--- src/sv/mcol_pkg.sv ---
`default_nettype none

package mcol_pkg;

   // Configuration register indexes
   localparam int unsigned CSR_INDEX_W = 3;
   localparam logic [CSR_INDEX_W-1:0] CSR_FORMAT_CODE   = 3'd0;
   localparam logic [CSR_INDEX_W-1:0] CSR_BASE_WIDTH    = 3'd1;
   localparam logic [CSR_INDEX_W-1:0] CSR_BASE_HEIGHT   = 3'd2;
   localparam logic [CSR_INDEX_W-1:0] CSR_LEVEL_COUNT   = 3'd3;
   localparam logic [CSR_INDEX_W-1:0] CSR_IS_CUBE       = 3'd4;
   localparam logic [CSR_INDEX_W-1:0] CSR_STORAGE_READY = 3'd5;

   localparam int unsigned CSR_DATA_W = 16;
   localparam int unsigned SIDE_W     = 16;
   localparam int unsigned BYTES_W    = 32;
   localparam int unsigned FACE_CNT_W = 3;

   localparam logic [7:0] CUBE_FACES = 8'd6;
   localparam logic [7:0] FLAT_FACES = 8'd1;

   // Pixel formats
   localparam logic [3:0] FMT_ARGB8 = 4'd0;
   localparam logic [3:0] FMT_XRGB8 = 4'd1;
   localparam logic [3:0] FMT_A8L8  = 4'd2;
   localparam logic [3:0] FMT_L8    = 4'd3;
   localparam logic [3:0] FMT_A8    = 4'd4;
   localparam logic [3:0] FMT_DXT1  = 4'd5;
   localparam logic [3:0] FMT_DXT3  = 4'd6;
   localparam logic [3:0] FMT_DXT5  = 4'd7;

   // Block formats round each side up to whole 4x4 blocks
   localparam logic [SIDE_W:0] BLOCK_ROUND = 17'd3;

   // Result status codes
   localparam logic [2:0] STATUS_OK        = 3'd0;
   localparam logic [2:0] STATUS_NO_SOURCE = 3'd1;
   localparam logic [2:0] STATUS_BAD_LEVEL = 3'd2;
   localparam logic [2:0] STATUS_BAD_FACE  = 3'd3;
   localparam logic [2:0] STATUS_TOO_LARGE = 3'd4;

   typedef enum logic [3:0] {
      ST_IDLE = 4'b0001,
      ST_SIZE = 4'b0010,
      ST_ACC  = 4'b0100,
      ST_FACE = 4'b1000
   } state_type;

endpackage

`default_nettype wire

--- src/sv/mcol_level_size.sv ---
`default_nettype none

// Byte size of one mip level: one 16x16 multiply, then a shift by the
// bytes per pixel or per block.
module mcol_level_size (
   input  wire logic [3:0]                    format_code,
   input  wire logic [mcol_pkg::SIDE_W-1:0]   width,
   input  wire logic [mcol_pkg::SIDE_W-1:0]   height,
   output logic      [mcol_pkg::BYTES_W-1:0]  level_bytes
);

   logic [mcol_pkg::SIDE_W:0]    w_round;
   logic [mcol_pkg::SIDE_W:0]    h_round;
   logic [mcol_pkg::SIDE_W-1:0]  op_a;
   logic [mcol_pkg::SIDE_W-1:0]  op_b;
   logic [mcol_pkg::BYTES_W-1:0] product;
   logic                         blocked;

   always_comb begin
      w_round = {1'b0, width} + mcol_pkg::BLOCK_ROUND;
      h_round = {1'b0, height} + mcol_pkg::BLOCK_ROUND;
      blocked = (format_code == mcol_pkg::FMT_DXT1) ||
                (format_code == mcol_pkg::FMT_DXT3) ||
                (format_code == mcol_pkg::FMT_DXT5);
      if (blocked) begin
         op_a = {1'b0, w_round[mcol_pkg::SIDE_W:2]};
         op_b = {1'b0, h_round[mcol_pkg::SIDE_W:2]};
      end else begin
         op_a = width;
         op_b = height;
      end
      product = {{mcol_pkg::SIDE_W{1'b0}}, op_a} * {{mcol_pkg::SIDE_W{1'b0}}, op_b};
   end

   always_comb begin
      unique case (format_code)
         mcol_pkg::FMT_ARGB8,
         mcol_pkg::FMT_XRGB8: level_bytes = product << 2;
         mcol_pkg::FMT_A8L8:  level_bytes = product << 1;
         mcol_pkg::FMT_L8,
         mcol_pkg::FMT_A8:    level_bytes = product;
         mcol_pkg::FMT_DXT1:  level_bytes = product << 3;
         mcol_pkg::FMT_DXT3,
         mcol_pkg::FMT_DXT5:  level_bytes = product << 4;
         default:             level_bytes = '0;
      endcase
   end

endmodule

`default_nettype wire

--- src/sv/mip_chain_offset_locator_unit.sv ---
// Mip chain offset locator.
// Channels: a request is taken at a rising edge with start high and busy
// low; it carries mip level, cube face, source length and a source-present
// flag. The result (status, byte offset, level bytes) appears for exactly
// one cycle with rsp_valid high; the receiver cannot stall it.
// Rejected requests (no storage or source, level or face out of range) raise
// rsp_valid in the cycle right after acceptance and never raise busy, so
// they can be taken one per cycle.
// Accepted requests walk the face chain with one shared size multiplier:
// each level takes a size step, then an accumulate step; for face 0 the
// walk covers levels 0..L, and for a face F > 0 the whole chain of
// level_count levels is summed once and then added F more times by the
// same adder, one add per cycle. busy drops in the result cycle, so the
// next request is taken at the earliest on the edge that takes the result.
// Configuration: csr_we writes register csr_index at the next edge; write
// only while busy is low. Unused indexes are ignored.
// Reset: synchronous, active high; registers return to format 0, 1x1
// base, one level, flat texture, no storage; no result is pending.
`default_nettype none

module mip_chain_offset_locator_unit (
   input  wire logic                                clock,
   input  wire logic                                reset,
   // request channel
   input  wire logic                                start,
   output logic                                     busy,
   input  wire logic [7:0]                          req_mip_level,
   input  wire logic [7:0]                          req_face_index,
   input  wire logic [mcol_pkg::BYTES_W-1:0]        req_source_bytes,
   input  wire logic                                req_source_present,
   // result channel
   output logic                                     rsp_valid,
   output logic [2:0]                               rsp_status,
   output logic [mcol_pkg::BYTES_W-1:0]             rsp_byte_offset,
   output logic [mcol_pkg::BYTES_W-1:0]             rsp_level_bytes,
   // configuration port
   input  wire logic                                csr_we,
   input  wire logic [mcol_pkg::CSR_INDEX_W-1:0]    csr_index,
   input  wire logic [mcol_pkg::CSR_DATA_W-1:0]     csr_wdata
);

   // configuration registers
   logic [3:0]                     format_ff;
   logic [mcol_pkg::SIDE_W-1:0]    base_w_ff;
   logic [mcol_pkg::SIDE_W-1:0]    base_h_ff;
   logic [7:0]                     level_count_ff;
   logic                           is_cube_ff;
   logic                           storage_ff;

   // walk state
   mcol_pkg::state_type            state_ff, state_in;
   logic [mcol_pkg::SIDE_W-1:0]    w_ff, w_in;
   logic [mcol_pkg::SIDE_W-1:0]    h_ff, h_in;
   logic [7:0]                     lvl_ff, lvl_in;
   logic [7:0]                     tgt_level_ff, tgt_level_in;
   logic [mcol_pkg::FACE_CNT_W-1:0] face_cnt_ff, face_cnt_in;
   logic [mcol_pkg::BYTES_W-1:0]   src_ff, src_in;
   logic [mcol_pkg::BYTES_W-1:0]   size_ff, size_in;
   logic [mcol_pkg::BYTES_W-1:0]   chain_ff, chain_in;
   logic [mcol_pkg::BYTES_W-1:0]   off_ff, off_in;
   logic [mcol_pkg::BYTES_W-1:0]   lbytes_ff, lbytes_in;

   // result registers
   logic                           rsp_valid_ff, rsp_valid_in;
   logic [2:0]                     rsp_status_ff, rsp_status_in;
   logic [mcol_pkg::BYTES_W-1:0]   rsp_off_ff, rsp_off_in;
   logic [mcol_pkg::BYTES_W-1:0]   rsp_bytes_ff, rsp_bytes_in;

   logic [mcol_pkg::BYTES_W-1:0]   unit_size;
   logic [mcol_pkg::BYTES_W-1:0]   add_a;
   logic [mcol_pkg::BYTES_W-1:0]   add_b;
   logic [mcol_pkg::BYTES_W-1:0]   add_sum;
   logic [7:0]                     faces;
   logic                           accept;
   logic                           hit;
   logic                           last;

   assign busy            = (state_ff != mcol_pkg::ST_IDLE);
   assign accept          = start && !busy;
   assign rsp_valid       = rsp_valid_ff;
   assign rsp_status      = rsp_status_ff;
   assign rsp_byte_offset = rsp_off_ff;
   assign rsp_level_bytes = rsp_bytes_ff;

   // Shared size unit: works on the current side pair of the walk.
   mcol_level_size u_size (
      .format_code (format_ff),
      .width       (w_ff),
      .height      (h_ff),
      .level_bytes (unit_size)
   );

   // Shared adder: grows the chain sum while walking levels, then adds the
   // whole chain once per preceding face.
   always_comb begin
      if (state_ff == mcol_pkg::ST_FACE) begin
         add_a = off_ff;
         add_b = chain_ff;
      end else begin
         add_a = chain_ff;
         add_b = size_ff;
      end
      add_sum = add_a + add_b;
   end

   always_comb begin
      faces = is_cube_ff ? mcol_pkg::CUBE_FACES : mcol_pkg::FLAT_FACES;
      hit   = (lvl_ff == tgt_level_ff);
      last  = (({1'b0, lvl_ff} + 9'd1) == {1'b0, level_count_ff});
   end

   // Sequencer
   always_comb begin
      state_in      = state_ff;
      w_in          = w_ff;
      h_in          = h_ff;
      lvl_in        = lvl_ff;
      tgt_level_in  = tgt_level_ff;
      face_cnt_in   = face_cnt_ff;
      src_in        = src_ff;
      size_in       = size_ff;
      chain_in      = chain_ff;
      off_in        = off_ff;
      lbytes_in     = lbytes_ff;
      rsp_valid_in  = 1'b0;
      rsp_status_in = rsp_status_ff;
      rsp_off_in    = rsp_off_ff;
      rsp_bytes_in  = rsp_bytes_ff;

      unique case (state_ff)
         mcol_pkg::ST_IDLE: begin
            if (accept) begin
               priority if (!storage_ff || !req_source_present) begin
                  rsp_valid_in  = 1'b1;
                  rsp_status_in = mcol_pkg::STATUS_NO_SOURCE;
                  rsp_off_in    = '0;
                  rsp_bytes_in  = '0;
               end else if (req_mip_level >= level_count_ff) begin
                  rsp_valid_in  = 1'b1;
                  rsp_status_in = mcol_pkg::STATUS_BAD_LEVEL;
                  rsp_off_in    = '0;
                  rsp_bytes_in  = '0;
               end else if (req_face_index >= faces) begin
                  rsp_valid_in  = 1'b1;
                  rsp_status_in = mcol_pkg::STATUS_BAD_FACE;
                  rsp_off_in    = '0;
                  rsp_bytes_in  = '0;
               end else begin
                  // start the walk at level zero of the chain
                  w_in         = base_w_ff;
                  h_in         = base_h_ff;
                  lvl_in       = '0;
                  tgt_level_in = req_mip_level;
                  face_cnt_in  = req_face_index[mcol_pkg::FACE_CNT_W-1:0];
                  src_in       = req_source_bytes;
                  chain_in     = '0;
                  off_in       = '0;
                  lbytes_in    = '0;
                  state_in     = mcol_pkg::ST_SIZE;
               end
            end
         end
         mcol_pkg::ST_SIZE: begin
            size_in  = unit_size;
            state_in = mcol_pkg::ST_ACC;
         end
         mcol_pkg::ST_ACC: begin
            if (hit) begin
               off_in    = chain_ff;
               lbytes_in = size_ff;
            end
            chain_in = add_sum;
            w_in     = (w_ff > 16'd1) ? (w_ff >> 1) : 16'd1;
            h_in     = (h_ff > 16'd1) ? (h_ff >> 1) : 16'd1;
            lvl_in   = lvl_ff + 8'd1;
            if ((hit && (face_cnt_ff == '0)) || last) begin
               state_in = mcol_pkg::ST_FACE;
            end else begin
               state_in = mcol_pkg::ST_SIZE;
            end
         end
         mcol_pkg::ST_FACE: begin
            if (face_cnt_ff == '0) begin
               rsp_valid_in  = 1'b1;
               rsp_status_in = (src_ff > lbytes_ff) ? mcol_pkg::STATUS_TOO_LARGE
                                                    : mcol_pkg::STATUS_OK;
               rsp_off_in    = off_ff;
               rsp_bytes_in  = lbytes_ff;
               state_in      = mcol_pkg::ST_IDLE;
            end else begin
               // skip one whole preceding face chain
               off_in      = add_sum;
               face_cnt_in = face_cnt_ff - 3'd1;
            end
         end
         default: begin
            state_in = mcol_pkg::ST_IDLE;
         end
      endcase
   end

   // Control and configuration registers
   always_ff @(posedge clock) begin
      if (reset) begin
         state_ff       <= mcol_pkg::ST_IDLE;
         rsp_valid_ff   <= 1'b0;
         format_ff      <= 4'd0;
         base_w_ff      <= 16'd1;
         base_h_ff      <= 16'd1;
         level_count_ff <= 8'd1;
         is_cube_ff     <= 1'b0;
         storage_ff     <= 1'b0;
      end else begin
         state_ff     <= state_in;
         rsp_valid_ff <= rsp_valid_in;
         if (csr_we) begin
            unique case (csr_index)
               mcol_pkg::CSR_FORMAT_CODE:   format_ff      <= csr_wdata[3:0];
               mcol_pkg::CSR_BASE_WIDTH:    base_w_ff      <= csr_wdata;
               mcol_pkg::CSR_BASE_HEIGHT:   base_h_ff      <= csr_wdata;
               mcol_pkg::CSR_LEVEL_COUNT:   level_count_ff <= csr_wdata[7:0];
               mcol_pkg::CSR_IS_CUBE:       is_cube_ff     <= csr_wdata[0];
               mcol_pkg::CSR_STORAGE_READY: storage_ff     <= csr_wdata[0];
               default: ;
            endcase
         end
      end
   end

   // Payload registers
   always_ff @(posedge clock) begin
      w_ff          <= w_in;
      h_ff          <= h_in;
      lvl_ff        <= lvl_in;
      tgt_level_ff  <= tgt_level_in;
      face_cnt_ff   <= face_cnt_in;
      src_ff        <= src_in;
      size_ff       <= size_in;
      chain_ff      <= chain_in;
      off_ff        <= off_in;
      lbytes_ff     <= lbytes_in;
      rsp_status_ff <= rsp_status_in;
      rsp_off_ff    <= rsp_off_in;
      rsp_bytes_ff  <= rsp_bytes_in;
   end

endmodule

`default_nettype wire

--- config.mk ---
export PLATFORM = sky130hd
export DESIGN_NAME = mip_chain_offset_locator_unit
export DESIGN_NICKNAME = d
export VERILOG_FILES = /design/src/sv/mcol_pkg.sv /design/src/sv/mcol_level_size.sv /design/src/sv/mip_chain_offset_locator_unit.sv
export SDC_FILE = /design/constraint.sdc
export NUM_CORES = 1
export LEC_CHECK = 0
export BUFFER_PORTS_ARGS = -buffer_cell sky130_fd_sc_hd__clkbuf_2
export CORE_MARGIN = 5
export CORE_UTILIZATION = 63
export CTS_CLUSTER_DIAMETER = 40
export DETAILED_ROUTE_END_ITERATION = 12
export PLACE_DENSITY_LB_ADDON = 0.15
export SETUP_SLACK_MARGIN = 0.05
export SYNTH_ARGS = -nofsm -noshare
export SYNTH_HDL_FRONTEND = slang
export SYNTH_SLANG_ARGS = --single-unit
--- constraint.sdc ---
create_clock -name clock -period 10.8 [get_ports clock]
set_clock_uncertainty 0.1 [all_clocks]
set_input_delay 2.16 -clock clock [delete_from_list [all_inputs] [get_ports clock]]
set_output_delay 2.16 -clock clock [all_outputs]
set_load 0.05 [all_outputs]
==> impl_metrics.csv <==
group,metric,value,unit
critical_path,worstRegToRegCells,27,
die,core,0.0406,mm²
sta,setup_total_negative_slack,0,ns
global_route,grt_max_degree,87,
layout,diodes,0,
power,ir_worst_vdd,0.123,mV
global_route,grt.total_usage,0.294,
sta,grt_setup_unrepaired,"no",
critical_path,timing.setup.critical_path_class,"flip-flop to flip-flop",
critical_path,critPathLaunchType,"flip-flop",
sta,number_of_hold_violations_in_the_final_report,0,
die,placement_rows,74,
route,viasPerCell,5.95,
synth,synth-edff-count,278,
critical_path,timing.critical_path.fanout_max,28,
synth,synth.distinct_cells,79,
sta,fin_crit,8.89,ns
power,power.leakage,0.0131,µW
critical_path,critPathBufInv,6,
die,top_level_ports,141,
sta,setup_ws,1.91,ns
clocking,cts_resized,0,
layout,drive_above_1_share,0.0961,
global_route,global_route_wire_length_before_repair,106000,µm
route,route.detailed.drc,0,
sta,max_clock_freq,0.113,GHz
layout,fillCellCount,3087,
route,drt-pass1-iter-count,6,
clocking,max-clock-path-buffers,3,
power,power_dens_cells,108,mW/mm²
critical_path,critical_path_required,11.00,ns
route,detail_route.iter0.violations,2065,
critical_path,depth_of_the_critical_timing_path_with_buffers_and_inverters_included,27,
critical_path,timing.critical_path.slowest_cell_delay,0.98,ns
sta,setup_viol,0,
layout,synth_to_final_area_change,9.86,%
clocking,root_buffer_selected_by_cts,"sky130_fd_sc_hd__clkbuf_16",
sta,slew_headroom,0.134,
route,route.antenna.remaining_nets,0,
placement,finalWeightedCongestion,0.965,
synth,netlist_area,0.0258,mm²
clocking,cts_inserted_buffers,45,
global_route,grt_remaining_overflow,0,
critical_path,timing.critical_path.max_delay_family,"adder cells",
placement,dp_worst_setup_slack,1.99,ns
placement,dpl.hpwl,50200,µm
route,vias,20000,
clocking,cts_num_sinks,329,
sta,tightestPinTransition,1.29,ns
synth,syn-mean-instance-area,9.51,µm²
job,max-cap-violations,0,
synth,synth_cells,2709,
die,die-width,212,µm
layout,finalCoreUtilization,0.696,
die,die-height,212,µm
route,finalWirelength,66200,µm
synth,postSynthRegisterBits,329,
clocking,clkTransAtPathRegs,0.05,ns
route,post_drt_wl_per_cell,19.7,µm
critical_path,master_of_the_slowest_instance_on_the_critical_path,"sky130_fd_sc_hd__nor2b_2",
synth,synth-seq-area-share,0.364,
clocking,clock_latency,0.57,ns
layout,number_of_nets_in_the_layout,3231,
synth,yosys_warnings,0,
synth,ys_dominant_reg_cell,"sky130_fd_sc_hd__edfxtp_1",
clocking,cts.hold.buffers_added,0,
sta,finalCritPeriodShare,0.823,
clocking,postCtsSetupBuffers,0,
critical_path,critical_path.most_common_cell,"sky130_fd_sc_hd__fa_1",
synth,ys_async_sr_fraction,0,
synth,synth_fp_nets,3157,
run_status,run_status,"complete, no violations",
placement,io_buffer_count,140,
critical_path,critical_path.endpoint_type,"flip-flop",
clocking,cts-htree-levels,2,
die,initial_core_util,0.634,
clocking,tritoncts,"done",
min_path,holdPathStages,2,
min_path,min-delay-path-class,"flip-flop to flip-flop",
layout,final_design_instance_area_without_fill,0.0283,mm²
critical_path,crit_arrival,9.08,ns
die,die_area,0.0450,mm²
global_route,vias_in_the_first_global_route,20100,
sta,drv_slew,0,
placement,place_area,0.0268,mm²
global_route,initial_antenna_violation_count,0,
-- cells in the mapped netlist, types with 10 or more instances --
master / number / share of area
sky130_fd_sc_hd__nand2_1: 496 / 0.072
sky130_fd_sc_hd__inv_1: 296 / 0.043
sky130_fd_sc_hd__edfxtp_1: 278 / 0.32
sky130_fd_sc_hd__nor2_1: 220 / 0.032
sky130_fd_sc_hd__fa_1: 195 / 0.15
sky130_fd_sc_hd__ha_1: 181 / 0.088
sky130_fd_sc_hd__a21oi_1: 139 / 0.027
sky130_fd_sc_hd__clkbuf_1: 112 / 0.016
sky130_fd_sc_hd__and2_1: 98 / 0.024
sky130_fd_sc_hd__o21ai_0: 73 / 0.014
sky130_fd_sc_hd__a21o_1: 67 / 0.020
sky130_fd_sc_hd__xnor2_1: 56 / 0.019
sky130_fd_sc_hd__dfxtp_1: 51 / 0.040
sky130_fd_sc_hd__nand3_1: 36 / 0.0070
sky130_fd_sc_hd__and3_1: 35 / 0.0085
sky130_fd_sc_hd__xor2_1: 29 / 0.0099
sky130_fd_sc_hd__a22o_1: 27 / 0.0092
sky130_fd_sc_hd__nand2b_1: 20 / 0.0049
sky130_fd_sc_hd__nand4_1: 20 / 0.0049
sky130_fd_sc_hd__o211ai_1: 17 / 0.0050
sky130_fd_sc_hd__nor2b_1: 16 / 0.0039
sky130_fd_sc_hd__o21a_1: 16 / 0.0047
sky130_fd_sc_hd__a211oi_1: 14 / 0.0041
sky130_fd_sc_hd__a221oi_1: 14 / 0.0048
sky130_fd_sc_hd__a31oi_1: 12 / 0.0029
sky130_fd_sc_hd__nand3b_1: 10 / 0.0029
sky130_fd_sc_hd__nor3_1: 10 / 0.0019
-- state kept, by name, summed over array words and instances (netlist names), 16 cells and up --
name,count
chain_ff,32
lbytes_ff,32
off_ff,32
rsp_byte_offset,32
rsp_level_bytes,32
size_ff,32
src_ff,32
base_h_ff,16
base_w_ff,16
h_ff,16
w_ff,16
-- where the power goes --
part / switching (µW) / leakage, µW / internal, µW
Clock: 556 / 0.000710 / 861
Sequential: 6.36 / 0.00311 / 1390
Combinational: 157 / 0.00924 / 76.3
Total: 719 / 0.0131 / 2320
-- per-stage QoR --
stage	instances	power [µW]	hold WS (ns)
2_1_floorplan	2709	1580	0.332
3_5_place_dp	3268	1650	0.347
5_1_grt	3352	3140	0.378
4_1_cts	3352	3060	0.354
6_report	3352	3040	0.357
3_3_place_gp	3268	1640	0.338
-- cell families after synthesis --
kind of cell               Yosys count  synth area share
adders and majority gates          376             0.240
muxes                                7           0.00272
AOI/OAI and AO/OA                  480             0.127
buffers and inverters              432            0.0641
xor gates and xnor gates            85            0.0289
and+or+nand+nor                   1000             0.173
DFF                                329             0.364
-- cell type report --
class	instances	area, µm²	area share
clock inverter	29	269	0.00951
tap	532	666	0.0235
multi-input combinational	1948	14800	0.524
sequential	329	9370	0.331
timing repair buffer	163	873	0.0309
clock buffer	55	1180	0.0418
inverter	296	1110	0.0393
-- final timing paths --
path | from | to | slack, ns
worst max-delay path | format_ff[2]$_SDFFE_PP0P_ | size_ff[29]$_DFFE_PP_ | 1.91
worst min-delay path | base_w_ff[14]$_SDFFE_PP0P_ | base_w_ff[14]$_SDFFE_PP0P_ | 0.36
worst max register to register | format_ff[2]$_SDFFE_PP0P_ | size_ff[29]$_DFFE_PP_ | 1.91
worst min register to register | base_w_ff[14]$_SDFFE_PP0P_ | base_w_ff[14]$_SDFFE_PP0P_ | 0.36
-- tightest hold or removal path, stage by stage (launching register included) --
cell,delay (ns)
sky130_fd_sc_hd__dfxtp_1,0.31
sky130_fd_sc_hd__nand2_1,0.05
sky130_fd_sc_hd__a21oi_1,0.05
-- layer usage --
layer / part of all wire / routed length [µm] / track usage
met3: 0.068 / 4470 / 0.0413
met1: 0.41 / 27300 / 0.387
met5: 0 / 0 / 0
met4: 0.027 / 1800 / 0.0895
met2: 0.49 / 32700 / 0.511
-- placed cells by master, fill, tap and decap left out, types with 14 or more instances in the layout --
cell type,Yosys,final
sky130_fd_sc_hd__inv_1,296,296
sky130_fd_sc_hd__buf_4,2,23
sky130_fd_sc_hd__clkbuf_2,3,140
sky130_fd_sc_hd__and3_1,35,35
sky130_fd_sc_hd__fa_1,195,195
sky130_fd_sc_hd__and2_1,98,98
sky130_fd_sc_hd__ha_1,181,181
sky130_fd_sc_hd__a221oi_1,14,14
sky130_fd_sc_hd__dfxtp_1,51,51
sky130_fd_sc_hd__a22o_1,27,27
sky130_fd_sc_hd__nor2b_1,16,15
sky130_fd_sc_hd__a21oi_1,139,139
sky130_fd_sc_hd__nand2_1,496,495
sky130_fd_sc_hd__xor2_1,29,29
sky130_fd_sc_hd__edfxtp_1,278,278
sky130_fd_sc_hd__o21ai_0,73,71
sky130_fd_sc_hd__clkbuf_16,0,45
sky130_fd_sc_hd__xnor2_1,56,56
sky130_fd_sc_hd__o211ai_1,17,17
sky130_fd_sc_hd__a211oi_1,14,14
sky130_fd_sc_hd__nand4_1,20,20
sky130_fd_sc_hd__nand3_1,36,36
sky130_fd_sc_hd__a21o_1,67,67
sky130_fd_sc_hd__o21a_1,16,16
sky130_fd_sc_hd__nand2b_1,20,20
sky130_fd_sc_hd__nor2_1,220,218
Note: power is estimated with default switching activity, not from simulation.
